<file path="src/sv/wat_pkg.sv">
// shared types, codes and date arithmetic for the weekday alarm table matcher
`default_nettype none

package wat_pkg;

    localparam int WAT_ALARM_COUNT = 16;

    localparam logic MODE_WRITE = 1'b0;
    localparam logic MODE_CHECK = 1'b1;

    localparam logic [3:0] DAY_DAILY   = 4'd7;
    localparam logic [3:0] DAY_ONCE    = 4'd8;
    localparam logic [3:0] DAY_WORK    = 4'd9;
    localparam logic [3:0] DAY_WEEKEND = 4'd10;

    localparam logic [6:0] NO_MINUTE = 7'd127;

    localparam logic [6:0] YEAR_BASE = 7'd20;
    localparam logic [9:0] DAY_BIAS  = 10'd523;

    // 13 * k / 5 for k = 0 .. 16
    localparam logic [5:0] MONTH_TERM [0:16] = '{
        6'd0,  6'd2,  6'd5,  6'd7,  6'd10, 6'd13, 6'd15, 6'd18, 6'd20,
        6'd23, 6'd26, 6'd28, 6'd31, 6'd33, 6'd36, 6'd39, 6'd41
    };

    typedef struct packed {
        logic       en;
        logic [3:0] day;
        logic [4:0] hour;
        logic [5:0] minute;
        logic [3:0] tune;
    } t_entry;

    localparam t_entry ENTRY_RESET = '{
        en: 1'b0, day: DAY_DAILY, hour: 5'd0, minute: 6'd0, tune: 4'd0
    };

    typedef struct packed {
        logic wr;
        logic clr;
    } t_tbl_ctl;

    function automatic logic [9:0] f_weekday_sum(input logic [5:0] yoff,
                                                 input logic [3:0] mon,
                                                 input logic [4:0] dom);
        logic [6:0] y;
        logic [4:0] m;
        logic [4:0] k;
        y = 7'(yoff) + YEAR_BASE;
        m = 5'(mon);
        if (mon <= 4'd2) begin
            m = m + 5'd12;
            y = y - 7'd1;
        end
        k = m + 5'd1;
        return 10'(dom) + 10'(MONTH_TERM[k]) + 10'(y) + 10'(y[6:2]) + DAY_BIAS;
    endfunction

    function automatic logic [2:0] f_mod7(input logic [9:0] x);
        logic [7:0] s1;
        logic [5:0] s2;
        logic [3:0] s3;
        logic [3:0] s4;
        s1 = 8'(x[9:3]) + 8'(x[2:0]);
        s2 = 6'(s1[7:3]) + 6'(s1[2:0]);
        s3 = 4'(s2[5:3]) + 4'(s2[2:0]);
        s4 = 4'(s3[3]) + 4'(s3[2:0]);
        if (s4 >= 4'd7) begin
            s4 = s4 - 4'd7;
        end
        return s4[2:0];
    endfunction

    function automatic logic [10:0] f_minutes(input logic [4:0] hour,
                                              input logic [5:0] minute);
        return (11'(hour) << 6) - (11'(hour) << 2) + 11'(minute);
    endfunction

    function automatic logic f_mult12(input logic [5:0] minute);
        logic [3:0] q;
        q = minute[5:2];
        return (minute[1:0] == 2'd0) &&
               (q == 4'd0 || q == 4'd3 || q == 4'd6 || q == 4'd9 ||
                q == 4'd12 || q == 4'd15);
    endfunction

endpackage

`default_nettype wire

</file>
<file path="src/sv/wat_if.sv">
// valid/ready channel interfaces for input items and results
`default_nettype none

interface wat_in_if;
    logic       valid;
    logic       ready;
    logic       mode;
    logic [3:0] entry_index;
    logic       entry_enabled;
    logic [3:0] entry_day;
    logic [4:0] entry_hour;
    logic [5:0] entry_minute;
    logic [3:0] entry_tune;
    logic [5:0] year_offset;
    logic [3:0] month;
    logic [4:0] day_of_month;
    logic [4:0] hour_now;
    logic [5:0] minute_now;

    modport source (
        output valid, mode, entry_index, entry_enabled, entry_day, entry_hour,
               entry_minute, entry_tune, year_offset, month, day_of_month,
               hour_now, minute_now,
        input  ready
    );
    modport sink (
        input  valid, mode, entry_index, entry_enabled, entry_day, entry_hour,
               entry_minute, entry_tune, year_offset, month, day_of_month,
               hour_now, minute_now,
        output ready
    );
endinterface

interface wat_out_if;
    logic       valid;
    logic       ready;
    logic       fire;
    logic [3:0] fired_index;
    logic [3:0] fired_tune;
    logic       alarm_pending;

    modport source (
        output valid, fire, fired_index, fired_tune, alarm_pending,
        input  ready
    );
    modport sink (
        input  valid, fire, fired_index, fired_tune, alarm_pending,
        output ready
    );
endinterface

`default_nettype wire

</file>
<file path="src/sv/weekday_alarm_table_matcher_core.sv">
// alarm table matcher: one item at a time; a write item, or a check of a minute already handled,
// goes straight to the finish state; any other time check computes the weekday, then makes one
// match walk and, when the pending flag is recomputed, one due walk over the table;
// the single table read port sets the walk length; the input is not ready until the result
// has moved into the output register; synchronous active-low reset clears control state and valid bits
`default_nettype none

module weekday_alarm_table_matcher_core import wat_pkg::*; #(
    parameter int ALARM_COUNT = WAT_ALARM_COUNT
) (
    input  logic     i_clk,
    input  logic     i_rst_n,
    wat_in_if.sink   i_in,
    wat_out_if.source o_out
);

    localparam int AW = (ALARM_COUNT > 1) ? $clog2(ALARM_COUNT) : 1;
    localparam int CW = $clog2(ALARM_COUNT + 1);
    localparam int IW = (AW > 4) ? AW : 4;
    localparam logic [CW-1:0] LAST_PTR = CW'(ALARM_COUNT);

    typedef enum logic [2:0] {
        S_IDLE, S_WDAY, S_WMOD, S_SCAN, S_PSCAN, S_FINISH
    } t_state;

    t_state        r_state;
    logic [5:0]    r_yoff;
    logic [3:0]    r_mon;
    logic [4:0]    r_dom;
    logic [4:0]    r_hr;
    logic [5:0]    r_mn;
    logic [9:0]    r_sum;
    logic [10:0]   r_now;
    logic [2:0]    r_wd;
    logic [CW-1:0] r_ptr;
    logic          r_live;
    logic [AW-1:0] r_rd_idx;
    logic [6:0]    r_handled;
    logic          r_pending;
    logic [AW-1:0] r_last;
    logic          r_fire;
    logic [3:0]    r_tune;

    logic          r_ovld;
    logic          r_ofire;
    logic [3:0]    r_oidx;
    logic [3:0]    r_otune;
    logic          r_opend;

    t_tbl_ctl      tbl_ctl;
    logic [AW-1:0] tbl_waddr;
    t_entry        tbl_wdata;
    t_entry        ent;
    logic [IW-1:0] idx_ext;
    logic          idx_ok;
    logic          accept;

    logic          hit_tm;
    logic          day_ok;
    logic          fire_now;
    logic [10:0]   am;
    logic          later;
    logic          earlier;
    logic [2:0]    wd1;
    logic [3:0]    wd4;
    logic          due;

    assign i_in.ready = (r_state == S_IDLE) && i_rst_n;
    assign accept     = i_in.valid && i_in.ready;
    assign idx_ext    = IW'(i_in.entry_index);
    assign idx_ok     = 32'(i_in.entry_index) < 32'(ALARM_COUNT);

    wat_table #(
        .ALARM_COUNT (ALARM_COUNT),
        .AW          (AW)
    ) u_table (
        .i_clk   (i_clk),
        .i_rst_n (i_rst_n),
        .i_ctl   (tbl_ctl),
        .i_waddr (tbl_waddr),
        .i_wdata (tbl_wdata),
        .i_raddr (r_ptr[AW-1:0]),
        .o_rdata (ent)
    );

    // entry match and due-within-a-day logic on the entry just read
    always_comb begin
        wd4     = 4'(r_wd);
        wd1     = (r_wd == 3'd6) ? 3'd0 : r_wd + 3'd1;
        hit_tm  = ent.en && (ent.minute == r_mn) && (ent.hour == r_hr);
        day_ok  = (ent.day == DAY_DAILY) || (ent.day == DAY_ONCE) || (ent.day == wd4) ||
                  ((ent.day == DAY_WORK) && (r_wd < 3'd5)) ||
                  ((ent.day == DAY_WEEKEND) && (r_wd >= 3'd5));
        fire_now = r_live && hit_tm && day_ok;
        am      = f_minutes(ent.hour, ent.minute);
        later   = am >= r_now;
        earlier = am <= r_now;
        due     = ent.en && (
                  (ent.day == DAY_DAILY) || (ent.day == DAY_ONCE) ||
                  ((ent.day == wd4) && later) ||
                  ((ent.day == 4'(wd1)) && earlier) ||
                  ((ent.day == DAY_WORK) && ((r_wd < 3'd4) || ((r_wd == 3'd4) && later) ||
                                             ((r_wd == 3'd6) && earlier))) ||
                  ((ent.day == DAY_WEEKEND) && ((r_wd == 3'd5) || ((r_wd == 3'd6) && later) ||
                                                ((r_wd == 3'd4) && earlier))));
    end

    always_comb begin
        tbl_ctl   = '0;
        tbl_waddr = idx_ext[AW-1:0];
        tbl_wdata = '{en: i_in.entry_enabled, day: i_in.entry_day, hour: i_in.entry_hour,
                      minute: i_in.entry_minute, tune: i_in.entry_tune};
        if (accept && (i_in.mode == MODE_WRITE) && idx_ok) begin
            tbl_ctl.wr = 1'b1;
        end
        // one-time entry is erased as it fires
        if ((r_state == S_SCAN) && fire_now && (ent.day == DAY_ONCE)) begin
            tbl_ctl.clr = 1'b1;
            tbl_waddr   = r_rd_idx;
        end
    end

    always_ff @(posedge i_clk) begin
        r_rd_idx <= r_ptr[AW-1:0];
    end

    always_ff @(posedge i_clk) begin
        if (!i_rst_n) begin
            r_state   <= S_IDLE;
            r_live    <= 1'b0;
            r_ptr     <= '0;
            r_handled <= NO_MINUTE;
            r_pending <= 1'b0;
            r_last    <= '0;
            r_fire    <= 1'b0;
            r_tune    <= 4'd0;
            r_ovld    <= 1'b0;
            r_ofire   <= 1'b0;
            r_oidx    <= 4'd0;
            r_otune   <= 4'd0;
            r_opend   <= 1'b0;
        end else begin
            r_live <= 1'b0;
            if (r_ovld && o_out.ready && (r_state != S_FINISH)) begin
                r_ovld <= 1'b0;
            end
            case (r_state)
                S_IDLE: begin
                    if (accept) begin
                        r_fire <= 1'b0;
                        r_tune <= 4'd0;
                        r_yoff <= i_in.year_offset;
                        r_mon  <= i_in.month;
                        r_dom  <= i_in.day_of_month;
                        r_hr   <= i_in.hour_now;
                        r_mn   <= i_in.minute_now;
                        if (i_in.mode == MODE_WRITE) begin
                            r_state <= S_FINISH;
                        end else if (r_handled == 7'(i_in.minute_now)) begin
                            r_state <= S_FINISH;
                        end else begin
                            r_handled <= 7'(i_in.minute_now);
                            r_state   <= S_WDAY;
                        end
                    end
                end
                S_WDAY: begin
                    r_sum   <= f_weekday_sum(r_yoff, r_mon, r_dom);
                    r_now   <= f_minutes(r_hr, r_mn);
                    r_state <= S_WMOD;
                end
                S_WMOD: begin
                    r_wd    <= f_mod7(r_sum);
                    r_ptr   <= '0;
                    r_state <= S_SCAN;
                end
                S_SCAN: begin
                    if (r_live && hit_tm) begin
                        r_last <= r_rd_idx;
                    end
                    if (fire_now) begin
                        r_fire <= 1'b1;
                        r_tune <= ent.tune;
                        r_ptr  <= '0;
                        if (ent.day == DAY_ONCE) begin
                            r_state <= S_PSCAN;
                        end else begin
                            r_state <= S_FINISH;
                        end
                    end else if (r_ptr < LAST_PTR) begin
                        r_ptr  <= r_ptr + CW'(1);
                        r_live <= 1'b1;
                    end else if (!r_live) begin
                        r_handled <= NO_MINUTE;
                        r_ptr     <= '0;
                        if (f_mult12(r_mn)) begin
                            r_state <= S_PSCAN;
                        end else begin
                            r_state <= S_FINISH;
                        end
                    end
                end
                S_PSCAN: begin
                    if (r_live && due) begin
                        r_pending <= 1'b1;
                        r_state   <= S_FINISH;
                    end else if (r_ptr < LAST_PTR) begin
                        r_ptr  <= r_ptr + CW'(1);
                        r_live <= 1'b1;
                    end else if (!r_live) begin
                        r_pending <= 1'b0;
                        r_state   <= S_FINISH;
                    end
                end
                S_FINISH: begin
                    if (!r_ovld || o_out.ready) begin
                        r_ovld  <= 1'b1;
                        r_ofire <= r_fire;
                        r_oidx  <= 4'(r_last);
                        r_otune <= r_tune;
                        r_opend <= r_pending;
                        r_state <= S_IDLE;
                    end
                end
                default: begin
                    r_state <= S_IDLE;
                end
            endcase
        end
    end

    assign o_out.valid         = r_ovld;
    assign o_out.fire          = r_ofire;
    assign o_out.fired_index   = r_oidx;
    assign o_out.fired_tune    = r_otune;
    assign o_out.alarm_pending = r_opend;

endmodule

`default_nettype wire

</file>
<file path="src/sv/wat_table.sv">
// alarm entry memory with per-entry valid bits and registered read
`default_nettype none

module wat_table import wat_pkg::*; #(
    parameter int ALARM_COUNT = WAT_ALARM_COUNT,
    parameter int AW          = 4
) (
    input  logic          i_clk,
    input  logic          i_rst_n,
    input  t_tbl_ctl      i_ctl,
    input  logic [AW-1:0] i_waddr,
    input  t_entry        i_wdata,
    input  logic [AW-1:0] i_raddr,
    output t_entry        o_rdata
);

    t_entry                 mem [ALARM_COUNT];
    logic [ALARM_COUNT-1:0] r_vld;
    t_entry                 r_rd_data;
    logic                   r_rd_vld;

    always_ff @(posedge i_clk) begin
        if (i_ctl.wr) begin
            mem[i_waddr] <= i_wdata;
        end
        r_rd_data <= mem[i_raddr];
    end

    always_ff @(posedge i_clk) begin
        if (!i_rst_n) begin
            r_vld    <= '0;
            r_rd_vld <= 1'b0;
        end else begin
            if (i_ctl.wr) begin
                r_vld[i_waddr] <= 1'b1;
            end else if (i_ctl.clr) begin
                r_vld[i_waddr] <= 1'b0;
            end
            r_rd_vld <= r_vld[i_raddr];
        end
    end

    assign o_rdata = r_rd_vld ? r_rd_data : ENTRY_RESET;

endmodule

`default_nettype wire

</file>
<file path="src/flat_wrapper.sv">
// flat-port wrapper written by rule: the top's interface ports become plain ports
module weekday_alarm_table_matcher_core_flat import wat_pkg::*;
#(
    parameter int ALARM_COUNT = WAT_ALARM_COUNT
)
  (i_clk, i_rst_n, i_in_valid, i_in_mode, i_in_entry_index, i_in_entry_enabled, i_in_entry_day, i_in_entry_hour, i_in_entry_minute, i_in_entry_tune, i_in_year_offset, i_in_month, i_in_day_of_month, i_in_hour_now, i_in_minute_now, i_in_ready, o_out_valid, o_out_fire, o_out_fired_index, o_out_fired_tune, o_out_alarm_pending, o_out_ready);
  wat_in_if i_in_i ();
  wat_out_if o_out_i ();
  input  logic i_clk;
  input  logic i_rst_n;
  input wire logic [$bits(i_in_i.valid)-1:0] i_in_valid;
  input wire logic [$bits(i_in_i.mode)-1:0] i_in_mode;
  input wire logic [$bits(i_in_i.entry_index)-1:0] i_in_entry_index;
  input wire logic [$bits(i_in_i.entry_enabled)-1:0] i_in_entry_enabled;
  input wire logic [$bits(i_in_i.entry_day)-1:0] i_in_entry_day;
  input wire logic [$bits(i_in_i.entry_hour)-1:0] i_in_entry_hour;
  input wire logic [$bits(i_in_i.entry_minute)-1:0] i_in_entry_minute;
  input wire logic [$bits(i_in_i.entry_tune)-1:0] i_in_entry_tune;
  input wire logic [$bits(i_in_i.year_offset)-1:0] i_in_year_offset;
  input wire logic [$bits(i_in_i.month)-1:0] i_in_month;
  input wire logic [$bits(i_in_i.day_of_month)-1:0] i_in_day_of_month;
  input wire logic [$bits(i_in_i.hour_now)-1:0] i_in_hour_now;
  input wire logic [$bits(i_in_i.minute_now)-1:0] i_in_minute_now;
  output wire logic [$bits(i_in_i.ready)-1:0] i_in_ready;
  output wire logic [$bits(o_out_i.valid)-1:0] o_out_valid;
  output wire logic [$bits(o_out_i.fire)-1:0] o_out_fire;
  output wire logic [$bits(o_out_i.fired_index)-1:0] o_out_fired_index;
  output wire logic [$bits(o_out_i.fired_tune)-1:0] o_out_fired_tune;
  output wire logic [$bits(o_out_i.alarm_pending)-1:0] o_out_alarm_pending;
  input wire logic [$bits(o_out_i.ready)-1:0] o_out_ready;
  assign i_in_i.valid = i_in_valid;
  assign i_in_i.mode = i_in_mode;
  assign i_in_i.entry_index = i_in_entry_index;
  assign i_in_i.entry_enabled = i_in_entry_enabled;
  assign i_in_i.entry_day = i_in_entry_day;
  assign i_in_i.entry_hour = i_in_entry_hour;
  assign i_in_i.entry_minute = i_in_entry_minute;
  assign i_in_i.entry_tune = i_in_entry_tune;
  assign i_in_i.year_offset = i_in_year_offset;
  assign i_in_i.month = i_in_month;
  assign i_in_i.day_of_month = i_in_day_of_month;
  assign i_in_i.hour_now = i_in_hour_now;
  assign i_in_i.minute_now = i_in_minute_now;
  assign i_in_ready = i_in_i.ready;
  assign o_out_valid = o_out_i.valid;
  assign o_out_fire = o_out_i.fire;
  assign o_out_fired_index = o_out_i.fired_index;
  assign o_out_fired_tune = o_out_i.fired_tune;
  assign o_out_alarm_pending = o_out_i.alarm_pending;
  assign o_out_i.ready = o_out_ready;
  weekday_alarm_table_matcher_core #(.ALARM_COUNT(ALARM_COUNT)) u_core (.i_clk(i_clk), .i_rst_n(i_rst_n), .i_in(i_in_i), .o_out(o_out_i));
endmodule
</file>
<file path="config.mk">
export PLATFORM = sky130hd
export DESIGN_NAME = weekday_alarm_table_matcher_core_flat
export DESIGN_NICKNAME = d
export VERILOG_FILES = /design/src/sv/wat_pkg.sv /design/src/sv/wat_if.sv /design/src/sv/weekday_alarm_table_matcher_core.sv /design/src/sv/wat_table.sv /design/src/flat_wrapper.sv
export SDC_FILE = /design/constraint.sdc
export NUM_CORES = 1
export LEC_CHECK = 0
export ABC_AREA = 1
export BUFFER_PORTS_ARGS = -buffer_cell sky130_fd_sc_hd__buf_4
export CAP_MARGIN = 25
export CORE_MARGIN = 1.5
export CORE_UTILIZATION = 35
export DETAILED_ROUTE_END_ITERATION = 16
export PLACE_DENSITY = 0.48
export SKIP_LAST_GASP = 1
export SLEW_MARGIN = 15
export SYNTH_ARGS = -nofsm -noshare
export SYNTH_HDL_FRONTEND = slang
export SYNTH_HIERARCHICAL = 1
export SYNTH_SLANG_ARGS = --single-unit
</file>
<file path="constraint.sdc">
create_clock -name i_clk -period 5.8 [get_ports i_clk]
set_input_delay 1.16 -clock i_clk [delete_from_list [all_inputs] [get_ports i_clk]]
set_output_delay 1.16 -clock i_clk [all_outputs]
set_load 0.02 [all_outputs]
</file>
==> summary.md <==
| Metric | Value |
|---|---|
| Status | completed |
| Slowest cell delay on critical path | ~0.5 ns |
| RSZ-0062 raised after global routing | false |
| Cell mode on critical path | a21oi_1 |
| First-pass GRT wire length | around 81,000 µm |
| WS Path Type | flop to flop |
| Crit-path cells | inv_1 > ha_1 > nand2_1 > nand2_2 > xor2_1 > ha_1 > inv_1 > nand2_1 > a21oi_1 > nor3_1 > fa_1 > fa_1 > ha_1 > a21oi_1 > nand2_1 > a21oi_1 > inv_1 > a21oi_1 > nor2_1 > nor2_1 > o21bai_1 |
| Max-cap violation count | 0 |
| Top-count cell post-synth | edfxtp_1 |
| Reg2reg start | u_core/r_mon[0]$_DFFE_PP_ |
| Mapped Cells | ~1,900 |
| Worst EP required | between 6 and 7 ns |
| Busiest grt layer | met2 |
| Worst-path maximum fanout | 10 |
| Top post-synthesis cells by area | edfxtp_1 54%, dfxtp_1 7.6%, nor2_1 4.8% |
| CTS resizes | 0 |
| Hold Path Class | flop to flop |
| Fraction of layout cells with a size suffix above 1 | 13.5% |
| Synth top area share | 54.1% |
| Clock transition at path regs | 0.06 ns |
| Drt first-iter violations | slightly below 900 |
| Endpoints failing setup | 0 |
| Lkg Pwr | between 9 and 10 nW |
| Worst EP arrival | 5.03 ns |
| Final hold vios | 0 |
| Mapped Area | 0.0205 mm² |
| Setup slack, reg-to-reg | between 1 and 1.5 ns |
| Total CTS buffers | 51 |
| Min Tclk post-route | between 4 and 5 ns |
| Register area share after synthesis | roughly three fifths |
| Pre-CTS setup slack | approximately 1.2 ns |
| Die area | approximately 0.06 mm² |
| Worst Setup Slack, final | 1.11 ns |
| Period utilization | 80.8% |
| Async S/R FF share, synth | 0% |
| Total negative slack | 0 ns |
| Global route overflow | 0 |
| I/O Pins | 67 |
| Most frequent cells after synthesis | 369 x edfxtp_1, 264 x nor2_1, 224 x inv_1 |
| Pwr dens | between 400 and 500 mW/mm² |
| Critical Path Slowest Stage Cell | edfxtp_1 |
| Routed len/inst | around 19 µm |
| CTS Hold Bufs | 0 |
| Core area | a little under 0.06 mm² |
| CTS tree | done |
| Top FF cell, synth | edfxtp_1 |
| Routability cong. | 0.844 |
| Layout area overhead | 15.7% |
| # port buffers | 66 |
| Initial Utilization | 35.5% |
| Hold Path End | u_core/r_tune[3]$_SDFFE_PN0P_ |
| Distinct cell type count after synthesis | 53 |
| Setup Buffers After CTS | 0 |
| Met3 Use GR | between 2 and 2.5% |
| Number of synthesized flops with an enable pin | 369 |
| FMAX | about 210 MHz |
| Dominant cell type by area after synthesis | edfxtp_1 |
| CP endpoint kind | flop |
| R2R Path End | u_core/r_sum[8]$_DFFE_PP_ |
| CP startpoint | u_core/r_mon[0]$_DFFE_PP_ |
| Largest net degree at the start of global routing | about 100 |
| Synth warn | 6 |
| #FFs+latches synth | ~450 |
| Clk Latency, worst-skew pair | roughly 0.60 ns |
| Hold Crit Depth | 2 |
| N_diodes | 0 |
| Die width | 245 µm |
| Worst Max-Slew Pin Slew | ~0.94 ns |
| Reg2Reg Depth | 21 |
| Antenna Violating Nets Remaining | 0 |
| # rows | 88 |
| Initial DRT Pass Iterations | 5 |
| DR vias/cell | between 4 and 5 |
| H-tree levels | 2 |
| Die height | ~240 µm |
| Antenna violations before repair | 0 |
| TritonCTS Sinks | about 450 |
| CTS max path bufs | 3 |
| Post-Syn Area per Cell | 10.7 µm² |
| WL final | about 53,000 µm |
| Clock Root Buffer | clkbuf_16 |
| Fin Clk Skew | 0.0216 ns |
| Final net count | 2,111 |
| Via count | 13,700 |
| Vias in the first global route | 13,600 |
| Hold Crit Start | u_core/r_tune[3]$_SDFFE_PN0P_ |
| Worst slew margin | about 37% |
| Post-DP HPWL | 30,900 µm |
| # DRC | 0 |
| Total GRT Usage | between 10% and 20% |
| Met2 usage in global routing | between 20 and 30% |
| Worst vdd ir | around 0.00054 V |
| GRT met1 Usage | about a quarter |
| Syn_nets | approximately 2,000 |
| Max Transition Viols Final | 0 |
| Crit path launch type | flop |
-- critical path: cells and delay by family, from the launching register on --
kind	cells	cell delay [ns]
AO/OA/AOI/OAI	5	0.71
buffers and inverters	3	0.35
AND/OR/NAND/NOR	7	0.68
adder cells (fa/ha/maj)	5	1.87
XOR/XNOR	1	0.30
flip-flops	1	0.51
-- kinds of logic after synthesis --
kind of cell | count (synthesis) | share of synthesized area (%)
buf+inv | 315 | 6.35
compound gates | 420 | 12.5
xor+xnor | 42 | 1.80
simple gates | 605 | 12.3
flops | 447 | 61.8
mux | 2 | 0.104
fa+ha+maj | 77 | 5.18
-- registers in the layout (all words and copies together) (netlist names), 4 cells and up, named ones only --
signal	flops
u_core/u_table/mem	320
u_core/u_table/r_rd_data	20
u_core/r_now	11
u_core/r_sum	9
u_core/r_handled	7
u_core/r_mn	6
u_core/r_yoff	6
u_core/r_dom	5
u_core/r_hr	5
u_core/r_ptr	5
u_core/o_out.fired_index	4
u_core/o_out.fired_tune	4
u_core/r_last	4
u_core/r_mon	4
u_core/r_rd_idx	4
u_core/r_tune	4
-- layout make-up --
class	count	area, µm²
Clock buffer	66	1450
Tap cell	765	957
Timing Repair Buffer	96	766
Multi-Input combinational cell	1146	6570
Fill cell	5501	34000
Clock inverter	30	404
Inverter	237	895
Sequential cell	447	12700
-- worst max path at each step --
stage / cells after the start / slack, ns / endpoint
final: 21 / 1.11 / u_core/r_sum[8]$_DFFE_PP_
after global routing: 30 / 0.65 / u_core/r_ptr[3]$_SDFFE_PN0P_
after CTS: 21 / 1.16 / u_core/r_sum[8]$_DFFE_PP_
after detailed placement: 19 / 1.17 / u_core/r_sum[7]$_DFFE_PP_
after global placement: 19 / 1.22 / u_core/r_sum[7]$_DFFE_PP_
after floorplan: 23 / 1.51 / u_core/r_wd[1]$_DFFE_PP_
-- per-layer routing --
metal  routed length, µm  part of all wire [%]  vias up
met4                 906                   1.7        0
met5                   0                     0        -
met1               24500                    47     6664
met3                2260                   4.3       61
met2               25000                    47      256
li1                    -                     -     6696
-- power by group --
part | internal (W) | total, W | switching (W)
Combinational | 0.00142 | 0.00368 | 0.00226
Sequential | 0.00384 | 0.00405 | 0.000207
Clock | 0.00213 | 0.00348 | 0.00135
-- cell usage in the layout (no fill, tap or decap), types with 3 or more instances in the layout --
cell	netlist	final
clkinvlp_4	0	3
edfxtp_1	369	369
nand2_1	221	221
a21oi_2	21	21
o21bai_1	3	3
xnor2_1	10	10
clkinv_1	5	9
xor2_1	32	32
ha_1	64	64
clkbuf_8	0	7
nor2_4	4	6
nor3_1	8	7
a21oi_1	77	77
o211ai_2	20	20
inv_2	8	7
o21ai_1	24	24
nor2_1	264	252
clkinv_2	0	10
o22ai_1	8	8
a21o_1	4	4
o211ai_1	60	60
inv_1	224	224
buf_4	6	93
nand4_1	9	9
nor2_2	1	11
or2_2	4	4
nand2_2	10	10
o21ai_0	189	189
fa_1	13	13
dfxtp_1	78	75
nand3_1	73	73
clkbuf_1	33	6
bufinv_16	0	8
clkbuf_16	0	53
-- through the flow --
stage	total power, W	utilization [%]	instances	hold slack, ns	instance area (µm²)
2_1_floorplan	0.00679	-	1908	0.380	20500
3_3_place_gp	0.00772	37.8	2689	0.451	21800
3_5_place_dp	0.00781	37.8	2689	0.454	21800
4_1_cts	0.0113	41.0	2785	0.462	23600
5_1_grt	0.0120	41.1	2787	0.479	23700
6_report	0.0112	41.1	2787	0.458	23700
No activity file was read; power rests on OpenSTA's default activity.
